### src/rtl/core/nwom_pkg.sv
`timescale 1ns / 1ps

package nwom_pkg;

    localparam int YEAR_W  = 14;
    localparam int MONTH_W = 4;
    localparam int WD_W    = 3;
    localparam int OP_W    = 3;
    localparam int DAY_W   = 5;
    localparam int CFG_IDX_W = 1;

    // configuration register indexes
    localparam logic [CFG_IDX_W-1:0] CFG_CAL_YEAR  = 1'd0;
    localparam logic [CFG_IDX_W-1:0] CFG_CAL_MONTH = 1'd1;

    // selector codes
    localparam logic [OP_W-1:0] OP_TEENTH = 3'd0;
    localparam logic [OP_W-1:0] OP_FOURTH = 3'd4;
    localparam logic [OP_W-1:0] OP_LAST   = 3'd5;

    localparam logic [WD_W-1:0] WD_SATURDAY = 3'd6;

    // floor(x / 25) == (x * RECIP25) >> RECIP25_SH for x below 43690
    localparam int RECIP25    = 5243;
    localparam int RECIP25_SH = 17;

    typedef logic [YEAR_W-1:0]  year_t;
    typedef logic [MONTH_W-1:0] month_t;
    typedef logic [WD_W-1:0]    weekday_t;
    typedef logic [OP_W-1:0]    opcode_t;
    typedef logic [DAY_W-1:0]   day_t;

    // month index 0..11
    function automatic logic [2:0] month_offset(input logic [3:0] idx);
        logic [2:0] r;
        case (idx)
            4'd0:    r = 3'd0;
            4'd1:    r = 3'd3;
            4'd2:    r = 3'd2;
            4'd3:    r = 3'd5;
            4'd4:    r = 3'd0;
            4'd5:    r = 3'd3;
            4'd6:    r = 3'd5;
            4'd7:    r = 3'd1;
            4'd8:    r = 3'd4;
            4'd9:    r = 3'd6;
            4'd10:   r = 3'd2;
            4'd11:   r = 3'd4;
            default: r = 3'd0;
        endcase
        return r;
    endfunction

    function automatic day_t month_days(input logic [3:0] idx, input logic leap);
        day_t r;
        case (idx)
            4'd1:                    r = leap ? 5'd29 : 5'd28;
            4'd3, 4'd5, 4'd8, 4'd10: r = 5'd30;
            default:                 r = 5'd31;
        endcase
        return r;
    endfunction

    // 8 == 1 mod 7, so folding octal digits keeps the residue
    function automatic logic [2:0] mod7(input logic [15:0] v);
        logic [5:0] s;
        logic [3:0] t;
        s = 6'(v[2:0]) + 6'(v[5:3]) + 6'(v[8:6]) + 6'(v[11:9]) + 6'(v[14:12])
          + 6'(v[15]);
        t = 4'(s[2:0]) + 4'(s[5:3]);
        if (t >= 4'd7) begin
            t = t - 4'd7;
        end
        return t[2:0];
    endfunction

endpackage

### src/rtl/core/nth_weekday_of_month_date.sv
`timescale 1ns / 1ps

// Nth weekday of a month in the proleptic Gregorian calendar. Write the year
// (index 0) and month (index 1) on the cfg port, then stream requests: each
// item carries a weekday (0 Sunday .. 6 Saturday) in s_tdata and a selector in
// s_tuser (0 the day from 13 to 19, 1..4 the nth occurrence, 5 or above the
// last one). Each request yields one day of the month on m_tdata. The block
// is a four-stage pipeline (input register, year quotients, weekday of the
// first and month length, result register) that takes one item per cycle
// unless a waiting result holds it back; stages with no item keep filling
// while the output waits. Weekday code 7 counts as Sunday, month 0 as January
// and months above 12 as December.
module nth_weekday_of_month_date (
    input  logic                             aclk,
    input  logic                             aresetn,
    input  logic                             cfg_we,
    input  logic [nwom_pkg::CFG_IDX_W-1:0]   cfg_addr,
    input  logic [nwom_pkg::YEAR_W-1:0]      cfg_wdata,
    input  logic                             s_tvalid,
    output logic                             s_tready,
    input  logic [7:0]                       s_tdata,   // [2:0] weekday
    input  logic [2:0]                       s_tuser,   // [2:0] opcode
    output logic                             m_tvalid,
    input  logic                             m_tready,
    output logic [7:0]                       m_tdata    // [4:0] day_of_month
);
    import nwom_pkg::*;

    year_t  cal_year_reg;
    month_t cal_month_reg;

    logic en1, en2, en3, en4;

    logic     v1_reg, v2_reg, v3_reg, v4_reg;
    weekday_t wd1_reg, wd2_reg, wd3_reg;
    opcode_t  op1_reg, op2_reg, op3_reg;

    logic [14:0] yy2_reg;
    logic [7:0]  q100_2_reg;
    logic [5:0]  q400_2_reg;
    logic [3:0]  midx2_reg;
    year_t       y2_reg;
    logic [9:0]  yq25_2_reg;

    logic [2:0]  w1_3_reg;
    day_t        len3_reg;

    day_t        day_reg;

    weekday_t    wd_in;
    opcode_t     op_in;

    month_t      m_clamp;
    logic [3:0]  midx_next;
    logic [14:0] yy_next;
    logic [25:0] p100;
    logic [23:0] p400;
    logic [26:0] p25;

    logic [15:0] sum3;
    year_t       r25;
    logic        leap;
    logic [2:0]  w1_next;
    day_t        len_next;

    logic [2:0]  w13, wl;
    day_t        day_next;

    // configuration
    always_ff @(posedge aclk) begin
        if (!aresetn) begin
            cal_year_reg  <= YEAR_W'(2000);
            cal_month_reg <= MONTH_W'(1);
        end else if (cfg_we) begin
            unique case (cfg_addr)
                CFG_CAL_YEAR:  cal_year_reg  <= cfg_wdata;
                CFG_CAL_MONTH: cal_month_reg <= cfg_wdata[MONTH_W-1:0];
                default: ;
            endcase
        end
    end

    // a stage moves when it is empty or the next one moves
    assign en4 = !v4_reg || m_tready;
    assign en3 = !v3_reg || en4;
    assign en2 = !v2_reg || en3;
    assign en1 = !v1_reg || en2;
    assign s_tready = en1;

    always_ff @(posedge aclk) begin
        if (!aresetn) begin
            v1_reg <= 1'b0;
            v2_reg <= 1'b0;
            v3_reg <= 1'b0;
            v4_reg <= 1'b0;
        end else begin
            if (en1) v1_reg <= s_tvalid;
            if (en2) v2_reg <= v1_reg;
            if (en3) v3_reg <= v2_reg;
            if (en4) v4_reg <= v3_reg;
        end
    end

    // stage 1: input register
    always_comb begin
        wd_in = s_tdata[WD_W-1:0];
        if (wd_in == 3'd7) begin
            wd_in = '0;
        end
        op_in = s_tuser;
        if (op_in > OP_LAST) begin
            op_in = OP_LAST;
        end
    end

    always_ff @(posedge aclk) begin
        if (en1) begin
            wd1_reg <= wd_in;
            op1_reg <= op_in;
        end
    end

    // stage 2: shifted year and its quotients by 100 and 400, and the year's quotient by 25
    always_comb begin
        m_clamp = cal_month_reg;
        if (m_clamp == '0) begin
            m_clamp = MONTH_W'(1);
        end else if (m_clamp > MONTH_W'(12)) begin
            m_clamp = MONTH_W'(12);
        end
        midx_next = m_clamp - 4'd1;
        // january and february belong to the previous year
        yy_next = 15'(cal_year_reg) + 15'd400 - ((m_clamp < 4'd3) ? 15'd1 : 15'd0);
        p100 = 26'(yy_next[14:2]) * 26'(RECIP25);
        p400 = 24'(yy_next[14:4]) * 24'(RECIP25);
        p25  = 27'(cal_year_reg) * 27'(RECIP25);
    end

    always_ff @(posedge aclk) begin
        if (en2) begin
            wd2_reg    <= wd1_reg;
            op2_reg    <= op1_reg;
            yy2_reg    <= yy_next;
            q100_2_reg <= p100[RECIP25_SH+7:RECIP25_SH];
            q400_2_reg <= p400[RECIP25_SH+5:RECIP25_SH];
            midx2_reg  <= midx_next;
            y2_reg     <= cal_year_reg;
            yq25_2_reg <= p25[RECIP25_SH+9:RECIP25_SH];
        end
    end

    // stage 3: weekday of day 1 and month length
    always_comb begin
        sum3 = 16'(yy2_reg) + 16'(yy2_reg[14:2]) - 16'(q100_2_reg) + 16'(q400_2_reg)
             + 16'(month_offset(midx2_reg)) + 16'd1;
        w1_next = mod7(sum3);
        r25 = y2_reg - YEAR_W'(yq25_2_reg) * YEAR_W'(25);
        // by 4, and either not by 25 or by 16 (with 25 that makes 400)
        leap = (y2_reg[1:0] == 2'd0) && ((r25 != '0) || (y2_reg[3:0] == 4'd0));
        len_next = month_days(midx2_reg, leap);
    end

    always_ff @(posedge aclk) begin
        if (en3) begin
            wd3_reg  <= wd2_reg;
            op3_reg  <= op2_reg;
            w1_3_reg <= w1_next;
            len3_reg <= len_next;
        end
    end

    // stage 4: matching day
    always_comb begin
        w13 = mod7(16'(w1_3_reg) + 16'd5);
        wl  = mod7(16'(w1_3_reg) + 16'(len3_reg) - 16'd1);
        day_next = '0;
        case (op3_reg)
            OP_TEENTH: begin
                day_next = 5'd13 + 5'(mod7(16'(wd3_reg) + 16'd7 - 16'(w13)));
            end
            OP_LAST: begin
                day_next = len3_reg - 5'(mod7(16'(wl) + 16'd7 - 16'(wd3_reg)));
            end
            default: begin
                day_next = 5'd1 + 5'(mod7(16'(wd3_reg) + 16'd7 - 16'(w1_3_reg)))
                         + 5'd7 * 5'(op3_reg - 3'd1);
            end
        endcase
    end

    always_ff @(posedge aclk) begin
        if (en4) begin
            day_reg <= day_next;
        end
    end

    assign m_tvalid = v4_reg;
    assign m_tdata  = {3'd0, day_reg};

endmodule

### config.mk
export PLATFORM = sky130hd
export DESIGN_NAME = nth_weekday_of_month_date
export DESIGN_NICKNAME = d
export VERILOG_FILES = /design/src/rtl/core/nwom_pkg.sv /design/src/rtl/core/nth_weekday_of_month_date.sv
export SDC_FILE = /design/constraint.sdc
export NUM_CORES = 1
export LEC_CHECK = 0
export ABC_AREA = 0
export BUFFER_PORTS_ARGS = -buffer_cell sky130_fd_sc_hd__buf_2
export CAP_MARGIN = 25
export CORE_ASPECT_RATIO = 0.75
export CORE_UTILIZATION = 63
export CTS_BUF_LIST = sky130_fd_sc_hd__clkbuf_16
export DETAILED_ROUTE_END_ITERATION = 12
export GPL_TIMING_DRIVEN = 0
export PLACE_DENSITY = 0.82
export SYNTH_ARGS = -nofsm -noshare
export SYNTH_HDL_FRONTEND = slang
export SYNTH_SLANG_ARGS = --single-unit
export TNS_END_PERCENT = 10
### constraint.sdc
create_clock -name aclk -period 20.7 [get_ports aclk]
set_input_delay 1.035 -clock aclk [delete_from_list [all_inputs] [get_ports aclk]]
set_output_delay 1.035 -clock aclk [all_outputs]
set_load 0.05 [all_outputs]
==> flow_summary_export.csv <==
group,metric,value,unit
floorplanning,die_area,29400,µm²
placed_design,hpwl,30600,µm
synthesis,synthSimpleGateAreaFrac,0.0563,
global_routing,met3_usage,0.0365,
placed_design,gp_congestion,0.878,
floorplanning,ios,41,
worst_setup_path,startpoint_type,"register",
layout,final_area,19100,µm²
worst_setup_path,cpMostUsedCell,"fa_1",
global_routing,grt_pass1_wl,60400,µm
worst_setup_path,cp_slowest_stage_delay,0.80,ns
floorplanning,die_h,149,µm
synthesis,synth.area.top_cells,"ha_1 29%, fa_1 24%, edfxtp_1 14%",
global_routing,grt_max_degree,35,
synthesis,synth-seq-area-share,0.169,
drt,num_vias,12100,
drt,drt_iter0_drc,564,
drt,drc,0,
cts,post_cts_buffers,0,
global_routing,busiest_layer,"met2",
drt,drt-pass1-iter-count,7,
cts,cts_max_level,3,
drt,antenna_left,0,
run_status,status,"finished, final reports clean",
synthesis,synth_edf_count,85,
layout,largest_reg_flops,15,
synthesis,syn_area,18100,µm²
sta,fin_tns_setup,0,ns
synthesis,synth-seq-cells,110,
synthesis,yosys.area.top_type,"ha_1",
worst_setup_path,crit_path_max_fanout,7,
synthesis,yosysMostFrequentCell,"inv_1",
sta,drv_slew,0,
sta,relSlewSlack,0.324,
sta,fmax,104,MHz
global_routing,met2_usage,0.436,
synthesis,synth_mux_area_frac,0.00997,
cts,path_clk_slew,0.08,ns
synthesis,synth.top_cell.area_share,0.293,
sta,whs,0.422,ns
worst_setup_path,cp.required,20.82,ns
synthesis,async_flop_share,0,
synthesis,ys_types,62,
synthesis,yosysWarnings,0,
global_routing,antenna_found_initial,3,
global_routing,grt.total_usage,0.258,
global_routing,grt_overflow,0,
synthesis,synth_top_family_by_area,"adder cells",
synthesis,synth_xor_area_frac,0.0509,
synthesis,postSynthCellCount,1778,
sta,skew,0.0144,ns
sta,tightest_slew,1.01,ns
cts,clockBufferDepth,2,
synthesis,avgSynthCellArea,10.2,µm²
cts,ctsRootBufferMaster,"clkbuf_16",
cts,clk_latency,0.37,ns
drt,routed_wl,35100,µm
cts,cts-buffers-inserted,9,
placed_design,placed_area,18800,µm²
worst_setup_path,critPathKind,"reg -> reg",
synthesis,synth_adder_area_share,0.533,
floorplanning,initial_core_util,0.642,
global_routing,gr-usage-met1,0.347,
worst_setup_path,arrival,9.70,ns
cts,cts_hold_buf,0,
layout,post-route-util,0.680,
floorplanning,placementRows,53,
layout,finalNetCount,2504,
drt,wl_per_cell,15.8,µm
sta,setup_viol,0,
run,max_cap_violations,0,
worst_setup_path,cpMaxStageDelayCell,"xor2_1",
sta,finalCritPeriodShare,0.463,
synthesis,synth_compound_area_frac,0.0785,
floorplanning,dieWidth,198,µm
worst_setup_path,end_kind,"register",
min_path,holdCritPathClass,"reg -> reg",
sta,rsz0062_at_grt,"no",
floorplanning,coreArea,28100,µm²
global_routing,first_global_vias,13000,
cts,cts_sinks,110,
synthesis,synth_flop_cell,"edfxtp_1",
cts,cts_resized,0,
sta,min_period,9.58,ns
layout,fillers,2098,
synthesis,synth_common_cells,"472 x inv_1, 423 x ha_1, 217 x fa_1",
drt,vias_per_cell,5.43,
placed_design,portBuffers,32,
layout,drive_gt1_frac,0.0495,
layout,syn_to_final_growth,5.87,%
sta,hold_violations,0,
cts,cts_tree,"built",
==> layout by cell type (no fill, tap or decap), drive strengths merged, types with 10 or more instances in the layout <==
cell type and count:
inv 478, ha 423, fa 217, edfxtp 85, xnor2 70, nand2 65
a21oi 64, buf 45, nor2 37, a21o 33, xor2 32, o21ai 27
dfxtp 25, clkbuf 19, nor3 18, nand3 18, nor2b 17, a21boi 17
nand2b 13, o21a 12, o211ai 10
==> logic make-up after synthesis <==
logic type | Yosys count
multiplexers | 17
adder cells (fa/ha/maj) | 640
flip-flops | 110
XOR/XNOR | 102
AO/OA/AOI/OAI | 214
other | 1
AND/OR/NAND/NOR | 208
buffers and inverters | 486
==> worst paths after layout <==
check,start,endpoint,depth (start not counted),slack [ns]
setup / recovery,cal_month_reg[2],q400_2_reg[5],33,11.12
hold / removal,op1_reg[1],op2_reg[1],0,0.42
setup reg to reg,cal_month_reg[2],q400_2_reg[5],33,11.12
hold reg to reg,op1_reg[1],op2_reg[1],0,0.42
==> per-stage QoR <==
step	instances	setup slack, ns
floorplan	1780	12.42
global placement	2197	11.39
detailed placement	2207	11.28
CTS	2223	11.25
global route	2225	10.60
finish	2225	11.12
==> layer usage <==
layer | vias to the layer above | part of all wire
li1 | 5868 | -
met1 | 5862 | 0.46
met2 | 274 | 0.47
met3 | 67 | 0.049
met4 | 2 | 0.023
met5 | - | 0.00048
==> final cells by class <==
class	count	area, µm²	area share
multi-input cells	1184	13200	0.689
flip-flops and latches	110	3050	0.160
inverters	473	1780	0.0928
well taps	385	482	0.0252
repair buffers	42	248	0.0130
clock buffers	9	225	0.0118
clock inverters	7	93.8	0.00491
plain buffers	13	60.1	0.00314
diodes	2	5.00	0.000262
==> critical path: cells and delay by family, from the launching register on <==
kind	cells	cell delay, ns
xor+xnor	2	0.95
fa+ha+maj	10	3.85
buf+inv	5	0.64
flops	1	0.45
simple gates	6	0.75
compound gates	10	2.68
Power is not shown: default switching activity piles up to over one toggle a cycle in this logic, so the estimate is an artifact.
